===== config.mk =====
export PLATFORM = sky130hd
export DESIGN_NAME = pd_position_servo_trapezoid_unit
export DESIGN_NICKNAME = d
export VERILOG_FILES = /design/src/design/pst_pkg.sv /design/src/design/pd_position_servo_trapezoid_unit.sv /design/src/design/pst_cfg.sv /design/src/design/pst_mul.sv /design/src/design/pst_core.sv
export SDC_FILE = /design/constraint.sdc
export NUM_CORES = 2
export LEC_CHECK = 0
export ABC_AREA = 1
export BUFFER_PORTS_ARGS = -buffer_cell sky130_fd_sc_hd__buf_2
export CAP_MARGIN = 20
export CORE_ASPECT_RATIO = 0.7
export CORE_UTILIZATION = 55
export DETAILED_ROUTE_END_ITERATION = 8
export PLACE_DENSITY = 0.75
export SLEW_MARGIN = 15
export SYNTH_ARGS = -nofsm -noshare
export SYNTH_HDL_FRONTEND = slang
export SYNTH_SLANG_ARGS = --single-unit

===== constraint.sdc =====
create_clock -name clk -period 9.1 [get_ports clk]
set_input_delay 0.91 -clock clk [delete_from_list [all_inputs] [get_ports clk]]
set_output_delay 0.91 -clock clk [all_outputs]
set_load 0.02 [all_outputs]

===== src/design/pst_pkg.sv =====
package pst_pkg;

	localparam int SCALE_LOG2     = 6;
	localparam int POSITION_SCALE = 1 << SCALE_LOG2;

	localparam int VALUE_W  = 32;
	localparam int REF_W    = 48;
	localparam int DELTA_W  = REF_W + 1;
	localparam int IDX_W    = 24;
	localparam int ERR_W    = VALUE_W + 1;
	localparam int EDIFF_W  = ERR_W + 1;
	localparam int SUM_W    = 52;
	localparam int BRAKE_W  = 64;
	localparam int CMP_W    = IDX_W + 18;

	localparam int DRIVE_MAG_W = 8;
	localparam int DRIVE_W     = DRIVE_MAG_W + 1;
	localparam int GAIN_W      = 16;
	localparam int SPEED_W     = 24;
	localparam int ACCEL_W     = 16;

	localparam int CFG_IDX_W  = 3;
	localparam int CFG_DATA_W = 24;
	localparam int OUT_TDATA_W = 48;

	localparam int MUL_A_W = 35;
	localparam int MUL_B_W = 25;
	localparam int MUL_P_W = MUL_A_W + MUL_B_W;

	localparam int TRI_W    = 2 * IDX_W;
	localparam int HALF_W   = TRI_W - 1;
	localparam int LO_SPLIT = 24;
	localparam int LOP_W    = LO_SPLIT + ACCEL_W;
	localparam int HIP_W    = HALF_W - LO_SPLIT + ACCEL_W;

	localparam int DRIVE_DIV  = 100;
	localparam int THRESH_W   = 16;
	localparam int DIV_IN_W   = 15;
	localparam int DIV_MUL    = 5243;
	localparam int DIV_SHIFT  = 19;

	localparam logic ACT_TICK = 1'b0;
	localparam logic ACT_LOAD = 1'b1;

	typedef enum logic [CFG_IDX_W-1:0] {
		REG_MAX_DRIVE    = 3'd0,
		REG_GAIN_P       = 3'd1,
		REG_GAIN_D       = 3'd2,
		REG_SPEED_LIMIT  = 3'd3,
		REG_ACCEL_STEP   = 3'd4,
		REG_TRAPEZOID_ON = 3'd5
	} reg_idx_t;

	typedef struct packed {
		logic [DRIVE_MAG_W-1:0] max_drive;
		logic [GAIN_W-1:0]      gain_p;
		logic [GAIN_W-1:0]      gain_d;
		logic [SPEED_W-1:0]     speed_limit;
		logic [ACCEL_W-1:0]     accel_step;
		logic                   trapezoid_on;
	} cfg_t;

	typedef struct packed {
		logic                      tick;
		logic                      load;
		logic signed [VALUE_W-1:0] value;
	} cmd_t;

	typedef struct packed {
		logic busy;
		logic done;
	} stat_t;

	typedef struct packed {
		logic signed [DRIVE_W-1:0] drive;
		logic signed [VALUE_W-1:0] reference_position;
	} res_t;

endpackage


===== src/design/pd_position_servo_trapezoid_unit.sv =====
// Position servo for one motor axis, PD drive law with optional trapezoid profile.
// s_* channel: one item per command; tuser[0] = 1 loads a new target (taken while
// idle, no result), tuser[0] = 0 is a control tick carrying the measured
// position in tdata and produces exactly one result item on m_*.
// cfg_* channel: register writes (index, data), always ready; write only while idle.
// A tick walks a small sequencer around one shared 35x25 multiplier in plain slew
// mode or trapezoid mode (in trapezoid mode the braking distance takes three
// products, the speed cap and the reference step one each, the PD law two, the
// divide by 100 one). s_tready is low from accept until the result is loaded.
// The result appears on m_tvalid the cycle after the sequencer finishes; the next
// item is taken in that same cycle.
// If m_tready holds off, the finished result waits in the output register and a
// following tick stops at its last step until that register frees up.
// Reset clears the configuration, target, reference, speed index and previous error
// to zero and drops m_tvalid; working registers and output data are not reset.
module pd_position_servo_trapezoid_unit (
	input  logic                                  clk,
	input  logic                                  arst_n,
	input  logic                                  s_tvalid,
	output logic                                  s_tready,
	input  logic [pst_pkg::VALUE_W-1:0]           s_tdata,   // value
	input  logic [0:0]                            s_tuser,   // action
	output logic                                  m_tvalid,
	input  logic                                  m_tready,
	output logic [pst_pkg::OUT_TDATA_W-1:0]       m_tdata,   // drive, reference_position
	input  logic                                  cfg_valid,
	output logic                                  cfg_ready,
	input  logic [pst_pkg::CFG_IDX_W-1:0]         cfg_index,
	input  logic [pst_pkg::CFG_DATA_W-1:0]        cfg_data
);

	pst_pkg::cfg_t  cfg;
	pst_pkg::cmd_t  cmd;
	pst_pkg::stat_t stat;
	pst_pkg::res_t  res;
	pst_pkg::res_t  out_q;
	logic           out_valid_q;
	logic           out_free;
	logic           s_acc;

	assign cfg_ready = 1'b1;
	assign s_tready  = !stat.busy;
	assign s_acc     = s_tvalid && s_tready;
	assign out_free  = !out_valid_q || m_tready;

	assign cmd.tick  = s_acc && (s_tuser[0] == pst_pkg::ACT_TICK);
	assign cmd.load  = s_acc && (s_tuser[0] == pst_pkg::ACT_LOAD);
	assign cmd.value = signed'(s_tdata);

	pst_cfg u_cfg (
		.clk      (clk),
		.arst_n   (arst_n),
		.wr_en    (cfg_valid && cfg_ready),
		.wr_index (cfg_index),
		.wr_data  (cfg_data),
		.cfg_q    (cfg)
	);

	pst_core u_core (
		.clk      (clk),
		.arst_n   (arst_n),
		.cfg      (cfg),
		.cmd      (cmd),
		.out_free (out_free),
		.stat     (stat),
		.res      (res)
	);

	// output register
	always_ff @(posedge clk or negedge arst_n) begin
		if (!arst_n) begin
			out_valid_q <= 1'b0;
		end else if (stat.done) begin
			out_valid_q <= 1'b1;
		end else if (m_tready) begin
			out_valid_q <= 1'b0;
		end
	end

	always_ff @(posedge clk) begin
		if (stat.done) begin
			out_q <= res;
		end
	end

	assign m_tvalid = out_valid_q;
	assign m_tdata  = {{(pst_pkg::OUT_TDATA_W - pst_pkg::DRIVE_W - pst_pkg::VALUE_W){1'b0}},
		out_q.reference_position, out_q.drive};

endmodule


===== src/design/pst_cfg.sv =====
module pst_cfg (
	input  logic                             clk,
	input  logic                             arst_n,
	input  logic                             wr_en,
	input  logic [pst_pkg::CFG_IDX_W-1:0]    wr_index,
	input  logic [pst_pkg::CFG_DATA_W-1:0]   wr_data,
	output pst_pkg::cfg_t                    cfg_q
);

	always_ff @(posedge clk or negedge arst_n) begin
		if (!arst_n) begin
			cfg_q <= '0;
		end else if (wr_en) begin
			case (wr_index)
				pst_pkg::REG_MAX_DRIVE: begin
					cfg_q.max_drive <= wr_data[pst_pkg::DRIVE_MAG_W-1:0];
				end
				pst_pkg::REG_GAIN_P: begin
					cfg_q.gain_p <= wr_data[pst_pkg::GAIN_W-1:0];
				end
				pst_pkg::REG_GAIN_D: begin
					cfg_q.gain_d <= wr_data[pst_pkg::GAIN_W-1:0];
				end
				pst_pkg::REG_SPEED_LIMIT: begin
					cfg_q.speed_limit <= wr_data[pst_pkg::SPEED_W-1:0];
				end
				pst_pkg::REG_ACCEL_STEP: begin
					cfg_q.accel_step <= wr_data[pst_pkg::ACCEL_W-1:0];
				end
				pst_pkg::REG_TRAPEZOID_ON: begin
					cfg_q.trapezoid_on <= wr_data[0];
				end
				default: begin
				end
			endcase
		end
	end

endmodule


===== src/design/pst_mul.sv =====
module pst_mul (
	input  logic                                clk,
	input  logic                                en,
	input  logic signed [pst_pkg::MUL_A_W-1:0]  a,
	input  logic signed [pst_pkg::MUL_B_W-1:0]  b,
	output logic signed [pst_pkg::MUL_P_W-1:0]  p_q
);

	always_ff @(posedge clk) begin
		if (en) begin
			p_q <= pst_pkg::MUL_P_W'(a) * pst_pkg::MUL_P_W'(b);
		end
	end

endmodule


===== src/design/pst_core.sv =====
module pst_core (
	input  logic            clk,
	input  logic            arst_n,
	input  pst_pkg::cfg_t   cfg,
	input  pst_pkg::cmd_t   cmd,
	input  logic            out_free,
	output pst_pkg::stat_t  stat,
	output pst_pkg::res_t   res
);

	typedef enum logic [18:0] {
		ST_IDLE     = 19'h00001,
		ST_DELTA    = 19'h00002,
		ST_BRK_LO   = 19'h00004,
		ST_BRK_HI   = 19'h00008,
		ST_BRK_SUM  = 19'h00010,
		ST_STEP     = 19'h00020,
		ST_CAP_MUL  = 19'h00040,
		ST_CAP      = 19'h00080,
		ST_MOVE_MUL = 19'h00100,
		ST_MOVE     = 19'h00200,
		ST_PLAIN    = 19'h00400,
		ST_POS      = 19'h00800,
		ST_ERR      = 19'h01000,
		ST_MUL_P    = 19'h02000,
		ST_MUL_D    = 19'h04000,
		ST_SUM      = 19'h08000,
		ST_ABS      = 19'h10000,
		ST_DIV      = 19'h20000,
		ST_FIN      = 19'h40000
	} state_t;

	localparam logic signed [pst_pkg::IDX_W-1:0] IDX_ZERO = '0;
	localparam logic signed [pst_pkg::IDX_W-1:0] IDX_ONE  = pst_pkg::IDX_W'(1);
	localparam logic signed [pst_pkg::IDX_W-1:0] IDX_TWO  = pst_pkg::IDX_W'(2);
	localparam logic signed [pst_pkg::IDX_W-1:0] IDX_MAX  =
		pst_pkg::IDX_W'(2 ** (pst_pkg::IDX_W - 1) - 1);
	localparam logic signed [pst_pkg::IDX_W-1:0] IDX_MIN  =
		{1'b1, {(pst_pkg::IDX_W-1){1'b0}}};

	state_t state_q;

	logic signed [pst_pkg::REF_W-1:0]   ref_q;
	logic signed [pst_pkg::REF_W-1:0]   target_q;
	logic signed [pst_pkg::IDX_W-1:0]   idx_q;
	logic signed [pst_pkg::ERR_W-1:0]   prev_q;

	logic signed [pst_pkg::VALUE_W-1:0] value_q;
	logic signed [pst_pkg::DELTA_W-1:0] delta_q;
	logic        [pst_pkg::DELTA_W-1:0] adelta_q;
	logic        [pst_pkg::HALF_W-1:0]  half_q;
	logic        [pst_pkg::LOP_W-1:0]   lo_q;
	logic        [pst_pkg::BRAKE_W-1:0] brake_q;
	logic signed [pst_pkg::IDX_W-1:0]   n1_q;
	logic signed [pst_pkg::VALUE_W-1:0] refpos_q;
	logic signed [pst_pkg::ERR_W-1:0]   err_q;
	logic signed [pst_pkg::EDIFF_W-1:0] ediff_q;
	logic signed [pst_pkg::SUM_W-1:0]   sum_q;
	logic        [pst_pkg::SUM_W-1:0]   mag_q;
	logic                               neg_q;
	logic                               sat_q;

	logic                               mul_en;
	logic signed [pst_pkg::MUL_A_W-1:0] mul_a;
	logic signed [pst_pkg::MUL_B_W-1:0] mul_b;
	logic signed [pst_pkg::MUL_P_W-1:0] mul_p;

	logic        [pst_pkg::IDX_W-1:0]   an;
	logic signed [pst_pkg::DELTA_W-1:0] dlt;
	logic signed [pst_pkg::DELTA_W-1:0] ndlt;
	logic                               go;
	logic signed [pst_pkg::IDX_W-1:0]   n_up;
	logic signed [pst_pkg::IDX_W-1:0]   n_dn;
	logic signed [pst_pkg::IDX_W-1:0]   n1;
	logic signed [pst_pkg::CMP_W-1:0]   p_cap;
	logic signed [pst_pkg::CMP_W-1:0]   vm;
	logic signed [pst_pkg::CMP_W-1:0]   ac;
	logic signed [pst_pkg::IDX_W-1:0]   n_cap;
	logic signed [pst_pkg::DELTA_W-1:0] vmax_d;
	logic signed [pst_pkg::REF_W-1:0]   vmax_r;
	logic signed [pst_pkg::REF_W-1:0]   ref_plain;
	logic signed [pst_pkg::REF_W-1:0]   rbias;
	logic        [pst_pkg::THRESH_W-1:0] thresh;
	logic signed [pst_pkg::DRIVE_W-1:0] q_fin;
	logic signed [pst_pkg::DRIVE_W-1:0] drive_fin;

	pst_mul u_mul (
		.clk (clk),
		.en  (mul_en),
		.a   (mul_a),
		.b   (mul_b),
		.p_q (mul_p)
	);

	// profile arithmetic
	always_comb begin
		an   = idx_q[pst_pkg::IDX_W-1] ? unsigned'(-idx_q) : unsigned'(idx_q);
		dlt  = pst_pkg::DELTA_W'(target_q) - pst_pkg::DELTA_W'(ref_q);
		ndlt = pst_pkg::DELTA_W'(ref_q) - pst_pkg::DELTA_W'(target_q);
		go   = pst_pkg::BRAKE_W'(adelta_q) >= brake_q;
		n_up = (idx_q < IDX_MAX) ? idx_q + IDX_ONE : idx_q;
		n_dn = (idx_q > -IDX_MAX) ? idx_q - IDX_ONE : idx_q;
		if (go) begin
			n1 = delta_q[pst_pkg::DELTA_W-1] ? n_dn : n_up;
		end else if (idx_q > IDX_ZERO) begin
			n1 = idx_q - IDX_ONE;
		end else if (idx_q < IDX_ZERO) begin
			n1 = idx_q + IDX_ONE;
		end else begin
			n1 = idx_q;
		end

		p_cap = pst_pkg::CMP_W'(mul_p);
		vm    = signed'(pst_pkg::CMP_W'(cfg.speed_limit));
		ac    = signed'(pst_pkg::CMP_W'(cfg.accel_step));
		n_cap = n1_q;
		if (!delta_q[pst_pkg::DELTA_W-1]) begin
			if (p_cap > vm) begin
				n_cap = n1_q - IDX_ONE;
				if (p_cap - ac > vm) begin
					n_cap = n1_q - IDX_TWO;
				end
			end
		end else begin
			if (p_cap < -vm) begin
				n_cap = n1_q + IDX_ONE;
				if (p_cap + ac < -vm) begin
					n_cap = n1_q + IDX_TWO;
				end
			end
		end

		vmax_d = signed'(pst_pkg::DELTA_W'(cfg.speed_limit));
		vmax_r = signed'(pst_pkg::REF_W'(cfg.speed_limit));
		if (delta_q > vmax_d) begin
			ref_plain = ref_q + vmax_r;
		end else if (delta_q < -vmax_d) begin
			ref_plain = ref_q - vmax_r;
		end else begin
			ref_plain = target_q;
		end

		// truncate toward zero on the way down to ticks
		rbias = ref_q + (ref_q[pst_pkg::REF_W-1] ?
			pst_pkg::REF_W'(pst_pkg::POSITION_SCALE - 1) : pst_pkg::REF_W'(0));

		thresh = pst_pkg::THRESH_W'((pst_pkg::THRESH_W'(cfg.max_drive) +
			pst_pkg::THRESH_W'(1)) * pst_pkg::DRIVE_DIV);
		q_fin = sat_q ? signed'(pst_pkg::DRIVE_W'(cfg.max_drive)) :
			signed'(mul_p[pst_pkg::DIV_SHIFT +: pst_pkg::DRIVE_W]);
		drive_fin = neg_q ? -q_fin : q_fin;
	end

	// operand select for the shared multiplier
	always_comb begin
		mul_en = 1'b0;
		mul_a  = '0;
		mul_b  = '0;
		case (state_q)
			ST_DELTA: begin
				mul_en = 1'b1;
				mul_a  = signed'(pst_pkg::MUL_A_W'(an) + pst_pkg::MUL_A_W'(1));
				mul_b  = signed'(pst_pkg::MUL_B_W'(an) + pst_pkg::MUL_B_W'(2));
			end
			ST_BRK_LO: begin
				mul_en = 1'b1;
				mul_a  = signed'(pst_pkg::MUL_A_W'(mul_p[pst_pkg::LO_SPLIT:1]));
				mul_b  = signed'(pst_pkg::MUL_B_W'(cfg.accel_step));
			end
			ST_BRK_HI: begin
				mul_en = 1'b1;
				mul_a  = signed'(pst_pkg::MUL_A_W'(
					half_q[pst_pkg::HALF_W-1:pst_pkg::LO_SPLIT]));
				mul_b  = signed'(pst_pkg::MUL_B_W'(cfg.accel_step));
			end
			ST_CAP_MUL: begin
				mul_en = 1'b1;
				mul_a  = pst_pkg::MUL_A_W'(n1_q);
				mul_b  = signed'(pst_pkg::MUL_B_W'(cfg.accel_step));
			end
			ST_MOVE_MUL: begin
				mul_en = 1'b1;
				mul_a  = pst_pkg::MUL_A_W'(idx_q);
				mul_b  = signed'(pst_pkg::MUL_B_W'(cfg.accel_step));
			end
			ST_MUL_P: begin
				mul_en = 1'b1;
				mul_a  = pst_pkg::MUL_A_W'(err_q);
				mul_b  = signed'(pst_pkg::MUL_B_W'(cfg.gain_p));
			end
			ST_MUL_D: begin
				mul_en = 1'b1;
				mul_a  = pst_pkg::MUL_A_W'(ediff_q);
				mul_b  = signed'(pst_pkg::MUL_B_W'(cfg.gain_d));
			end
			ST_DIV: begin
				mul_en = 1'b1;
				mul_a  = signed'(pst_pkg::MUL_A_W'(mag_q[pst_pkg::DIV_IN_W-1:0]));
				mul_b  = signed'(pst_pkg::MUL_B_W'(pst_pkg::DIV_MUL));
			end
			default: begin
			end
		endcase
	end

	// sequencer and servo state
	always_ff @(posedge clk or negedge arst_n) begin
		if (!arst_n) begin
			state_q  <= ST_IDLE;
			ref_q    <= '0;
			target_q <= '0;
			idx_q    <= '0;
			prev_q   <= '0;
		end else begin
			case (state_q)
				ST_IDLE: begin
					if (cmd.load) begin
						target_q <= pst_pkg::REF_W'(cmd.value) <<< pst_pkg::SCALE_LOG2;
					end
					if (cmd.tick) begin
						state_q <= ST_DELTA;
					end
				end
				ST_DELTA: begin
					state_q <= cfg.trapezoid_on ? ST_BRK_LO : ST_PLAIN;
				end
				ST_BRK_LO: begin
					state_q <= ST_BRK_HI;
				end
				ST_BRK_HI: begin
					state_q <= ST_BRK_SUM;
				end
				ST_BRK_SUM: begin
					state_q <= ST_STEP;
				end
				ST_STEP: begin
					if (go) begin
						state_q <= ST_CAP_MUL;
					end else begin
						idx_q   <= n1;
						state_q <= ST_MOVE_MUL;
					end
				end
				ST_CAP_MUL: begin
					state_q <= ST_CAP;
				end
				ST_CAP: begin
					idx_q   <= n_cap;
					state_q <= ST_MOVE_MUL;
				end
				ST_MOVE_MUL: begin
					state_q <= ST_MOVE;
				end
				ST_MOVE: begin
					ref_q   <= ref_q + pst_pkg::REF_W'(mul_p);
					state_q <= ST_POS;
				end
				ST_PLAIN: begin
					ref_q   <= ref_plain;
					state_q <= ST_POS;
				end
				ST_POS: begin
					state_q <= ST_ERR;
				end
				ST_ERR: begin
					state_q <= ST_MUL_P;
				end
				ST_MUL_P: begin
					prev_q  <= err_q;
					state_q <= ST_MUL_D;
				end
				ST_MUL_D: begin
					state_q <= ST_SUM;
				end
				ST_SUM: begin
					state_q <= ST_ABS;
				end
				ST_ABS: begin
					state_q <= ST_DIV;
				end
				ST_DIV: begin
					state_q <= ST_FIN;
				end
				ST_FIN: begin
					if (out_free) begin
						state_q <= ST_IDLE;
					end
				end
				default: begin
					state_q <= ST_IDLE;
				end
			endcase
		end
	end

	// working registers of one tick
	always_ff @(posedge clk) begin
		case (state_q)
			ST_IDLE: begin
				if (cmd.tick) begin
					value_q <= cmd.value;
				end
			end
			ST_DELTA: begin
				delta_q  <= dlt;
				adelta_q <= dlt[pst_pkg::DELTA_W-1] ? unsigned'(ndlt) : unsigned'(dlt);
			end
			ST_BRK_LO: begin
				half_q <= mul_p[pst_pkg::TRI_W-1:1];
			end
			ST_BRK_HI: begin
				lo_q <= mul_p[pst_pkg::LOP_W-1:0];
			end
			ST_BRK_SUM: begin
				brake_q <= (pst_pkg::BRAKE_W'(mul_p[pst_pkg::HIP_W-1:0]) << pst_pkg::LO_SPLIT)
					+ pst_pkg::BRAKE_W'(lo_q);
			end
			ST_STEP: begin
				n1_q <= n1;
			end
			ST_POS: begin
				refpos_q <= rbias[pst_pkg::SCALE_LOG2 +: pst_pkg::VALUE_W];
			end
			ST_ERR: begin
				err_q <= pst_pkg::ERR_W'(refpos_q) - pst_pkg::ERR_W'(value_q);
			end
			ST_MUL_P: begin
				ediff_q <= pst_pkg::EDIFF_W'(err_q) - pst_pkg::EDIFF_W'(prev_q);
			end
			ST_MUL_D: begin
				sum_q <= pst_pkg::SUM_W'(mul_p);
			end
			ST_SUM: begin
				sum_q <= sum_q + pst_pkg::SUM_W'(mul_p);
			end
			ST_ABS: begin
				neg_q <= sum_q[pst_pkg::SUM_W-1];
				mag_q <= sum_q[pst_pkg::SUM_W-1] ? unsigned'(-sum_q) : unsigned'(sum_q);
			end
			ST_DIV: begin
				sat_q <= mag_q >= pst_pkg::SUM_W'(thresh);
			end
			default: begin
			end
		endcase
	end

	assign stat.busy = (state_q != ST_IDLE);
	assign stat.done = (state_q == ST_FIN) && out_free;
	assign res.drive = drive_fin;
	assign res.reference_position = refpos_q;

	a_idx_range: assert property (@(posedge clk) disable iff (!arst_n)
		idx_q != IDX_MIN)
		else $error("speed index reached its negative limit");

	a_plain_idx: assert property (@(posedge clk) disable iff (!arst_n)
		(state_q == ST_PLAIN) |=> $stable(idx_q))
		else $error("speed index moved in plain slew mode");

	a_quot_bound: assert property (@(posedge clk) disable iff (!arst_n)
		(state_q == ST_FIN && !sat_q) |->
		(mul_p[pst_pkg::DIV_SHIFT +: pst_pkg::DRIVE_W] <= {1'b0, cfg.max_drive}))
		else $error("unsaturated quotient exceeds drive limit");

endmodule

==> impl_metrics.yaml <==
status:
  status: "finished with violations"
  violations: "design-rule violations, negative setup slack"
floorplan:
  die_h_um: 350.2
  coreArea_um2: 171600
  die-area_um2: 174800
  placementRows: 127
  die_x_um: 499.4
  io_pins: 116
  start_util_pct: 55.49
finish:
  mostFrequentLayoutCells: "nand2_1 (2352), inv_1 (2061), nor2_1 (1161)"
  finalInstanceArea_um2: 110800
  final_layout_size_suffix_gt1_share_pct: 13.94
  syn_to_final_growth_pct: 16.37
  final_nets: 14741
  final_common_cell: "nand2_1"
  finalNonFillerCells: 15440
setup_path:
  endpoint_kind: "register"
  r2r-end: "u_core.u_mul.p_q[47]"
  worst_r2r_startpoint: "u_core.state_q[10]"
  timing.critical_path.mode_cell: "fa_1"
  max_stage_delay_ns: 0.64
  reg2reg_depth: 41
  crit_type: "reg -> reg"
  slowest_stage: "fa_2"
  cp_max_fo: 7
  cp.arrival_ns: 9.63
  required_ns: 9.54
  start_kind: "register"
  reg2reg_slack_ns: -0.09
  path_buf_inv: 14
  crit_family: "adder cells"
cts:
  cts_buffers: 89
  clockRootBuffer: "clkbuf_16"
  clk_path_buf_depth: 3
  postCtsHoldBufs: 0
  cts_tree: "yes"
  ctsHtreeMaxLevel: 3
  clkLatencyLatePin_ns: 0.78
  cts_sinks: 816
  clk_pin_slew_worst_paths_ns: 0.07
power:
  p_seq_share_pct: 24.4
  power.internal_mw: 10.51
  combPwrFrac_pct: 57.7
  ir_worst_vdd_mv: 0.2550
  clkPwrFrac_pct: 18.0
  p_sw_mw: 11.71
  switching_share_pct: 52.71
  p_leak_nw: 53.33
  powerDensity_nw_per_um2: 200.5
global_route:
  grt_pass1_vias: 90101
  grt_pass1_wl_mm: 638.0
  antenna_found_initial: 52
  grt_overflow: 0
  grt_max_degree: 114
  gr-usage-all-layers_pct: 51.27
logic_synthesis:
  ys_seq_area_share_pct: 24.48
  syn_area_um2: 95240
  yosys_warnings: 0
  synth_top_area_cell: "edfxtp_1"
  synth_cells: 12153
  yosysUniqueCellTypes: 84
  synth_top_area_share_pct: 18.23
  synth.area.top_cells: "edfxtp_1 (18%), fa_1 (17%), ha_1 (11%)"
  ys.flop_type: "edfxtp_1"
  syn_avg_cell_area_um2: 7.836
  synth_edf_count: 578
  ys_ff_latch: 816
  ys_async_sr_fraction_pct: 29.17
timing:
  finalHoldViolCount: 0
  fmax_mhz: 108.8
  worst_slack_ns: -0.08849
  maxSlewHeadroom_pct: 7.389
  finalMaxSlewViolations: 0
  min_period_over_period_pct: 101.0
  setup_viol: 8
  min_period_ns: 9.188
  worst_slew_pin_slew_ns: 1.379
  worst_clock_skew_ns: 0.09876
  rsz0062_at_grt: "true"
drt:
  drt-total-wl_mm: 462.2
  drtIter0Drc: 16634
  drc: 12
  vias: 97606
  ant_nets: 0
  drt_pre_antenna_iters: 9
  viasPerCell: 6.322
  routedWlPerCell_um: 29.93
placed_design:
  portBuffers: 107
  routabilityCongestion: 1.139
  dp_hpwl_mm: 375.4
  placed_area_um2: 104600
  dp_cells: 15135
min_path:
  hold_class: "in -> async"
job:
  max_cap_violations: 0
[cells in the mapped netlist, types with 171 or more instances]
library cell  count
nand2_1        2396
inv_1          2092
nor2_1         1220
a21oi_1         872
ha_1            808
fa_1            801
o21ai_0         614
edfxtp_1        578
xor2_1          487
nand3_1         372
dfrtp_1         237
clkbuf_1        193
nor3_1          171
[routing by layer]
metal / GRT usage [%] / routed length, um / share of wire [%] / vias to the layer above
li1: - / - / - / 40841
met1: 70.03 / 176600 / 38 / 46620
met2: 61.11 / 159800 / 35 / 8659
met3: 33.73 / 100500 / 22 / 1416
met4: 20.26 / 22880 / 5.0 / 70
met5: 7.611 / 2312 / 0.50 / -
[final cells by class]
type / count / area, um2
antenna: 40 / 100.1
clock buffer: 117 / 2494
clock inverter: 50 / 601.8
fill: 14508 / 60790
inverter: 2197 / 8307
multi-input combinational: 8876 / 64150
sequential: 816 / 23320
tap: 2257 / 2824
timing repair buffer: 1087 / 9026
[state kept, by name, summed over array words and instances, names as in the netlist]
| name | flops |
|---|---|
| u_core.brake_q | 64 |
| u_core.sum_q | 52 |
| u_core.neg_q | 1 |
| u_core.sat_q | 1 |
| u_core.mag_q | 52 |
| u_core.half_q | 23 |
| u_core.err_q | 33 |
| u_core.prev_q | 33 |
| u_core.refpos_q | 32 |
| u_core.n1_q | 24 |
| u_core.target_q | 32 |
| u_cfg.cfg_q | 81 |
| u_core.idx_q | 24 |
| m_tvalid | 1 |
| u_core.ediff_q | 34 |
| u_core.value_q | 32 |
| u_core.state_q | 19 |
| u_core.adelta_q | 49 |
| m_tdata | 41 |
| u_core.delta_q | 48 |
| u_core.lo_q | 40 |
| u_core.ref_q | 48 |
| u_core.u_mul.p_q | 52 |
[through the flow]
| stage | total power [mW] | hold slack (ns) | setup TNS [ns] | utilization [%] | worst slack (ns) |
|---|---|---|---|---|---|
| 2_1_floorplan | 11.85 | 0.4003 | 0 | - | 0.01063 |
| 3_3_place_gp | 16.71 | 0.4030 | -10.93 | 60.96 | -0.7969 |
| 3_5_place_dp | 16.91 | 0.4062 | -8.708 | 60.96 | -0.6084 |
| 4_1_cts | 20.88 | 0.1116 | 0 | 63.24 | 0.002151 |
| 5_1_grt | 22.67 | 0.1436 | -1.826 | 64.54 | -0.2259 |
| 6_report | 22.22 | 0.1077 | -0.2931 | 64.58 | -0.08849 |
[worst max-delay path by stage]
stage | start | endpoint | slack [ns] | depth (start not counted)
5_1_grt | u_core.idx_q[3] | u_core.u_mul.p_q[47] | -0.23 | 45
2_1_floorplan | u_core.idx_q[0] | u_core.u_mul.p_q[50] | 0.01 | 51
3_5_place_dp | u_core.state_q[11] | u_core.u_mul.p_q[50] | -0.61 | 42
4_1_cts | u_core.idx_q[2] | u_core.u_mul.p_q[47] | 0.002 | 45
3_3_place_gp | u_core.state_q[10] | u_core.u_mul.p_q[47] | -0.80 | 44
6_report | u_core.state_q[10] | u_core.u_mul.p_q[47] | -0.09 | 41
[worst register-to-register path: cells and delay by family (launching register included)]
family / cells / cell delay, ns
buffers and inverters: 14 / 1.76
adder cells (fa/ha/maj): 8 / 4.01
flip-flops: 1 / 0.45
XOR/XNOR: 1 / 0.14
AND/OR/NAND/NOR: 11 / 1.65
AO/OA/AOI/OAI: 7 / 0.89
[cell families (layout without fill, tap and decap cells)]
logic type	count (synthesis)	count (layout)	synth area share, %
AOI/OAI and AO/OA	1999	1999	11.87
xor gates and xnor gates	627	627	5.821
adders and majority gates	1609	1609	27.45
buffers and inverters	2558	3451	10.45
DFF	816	816	24.48
muxes	2	2	0.02233
other	2	139	0.007886
and+or+nand+nor	4540	4540	19.89
[what timing repair did]
item,in CTS,in global routing
resized for setup,135,361
pin swaps,41,147
setup buffers,20,69
endpoints found under the setup margin,31,32
cloned,2,6
[power by group through the flow]
stage / registers, mW / clock network (mW) / logic (mW)
floorplan: 5.01 / 0 / 6.84
global placement: 5.35 / 0 / 11.4
detailed placement: 5.36 / 0 / 11.5
CTS: 5.29 / 3.94 / 11.6
global route: 5.35 / 4.06 / 13.2
finish: 5.41 / 4.00 / 12.8
(Power assumes the default switching activity.)
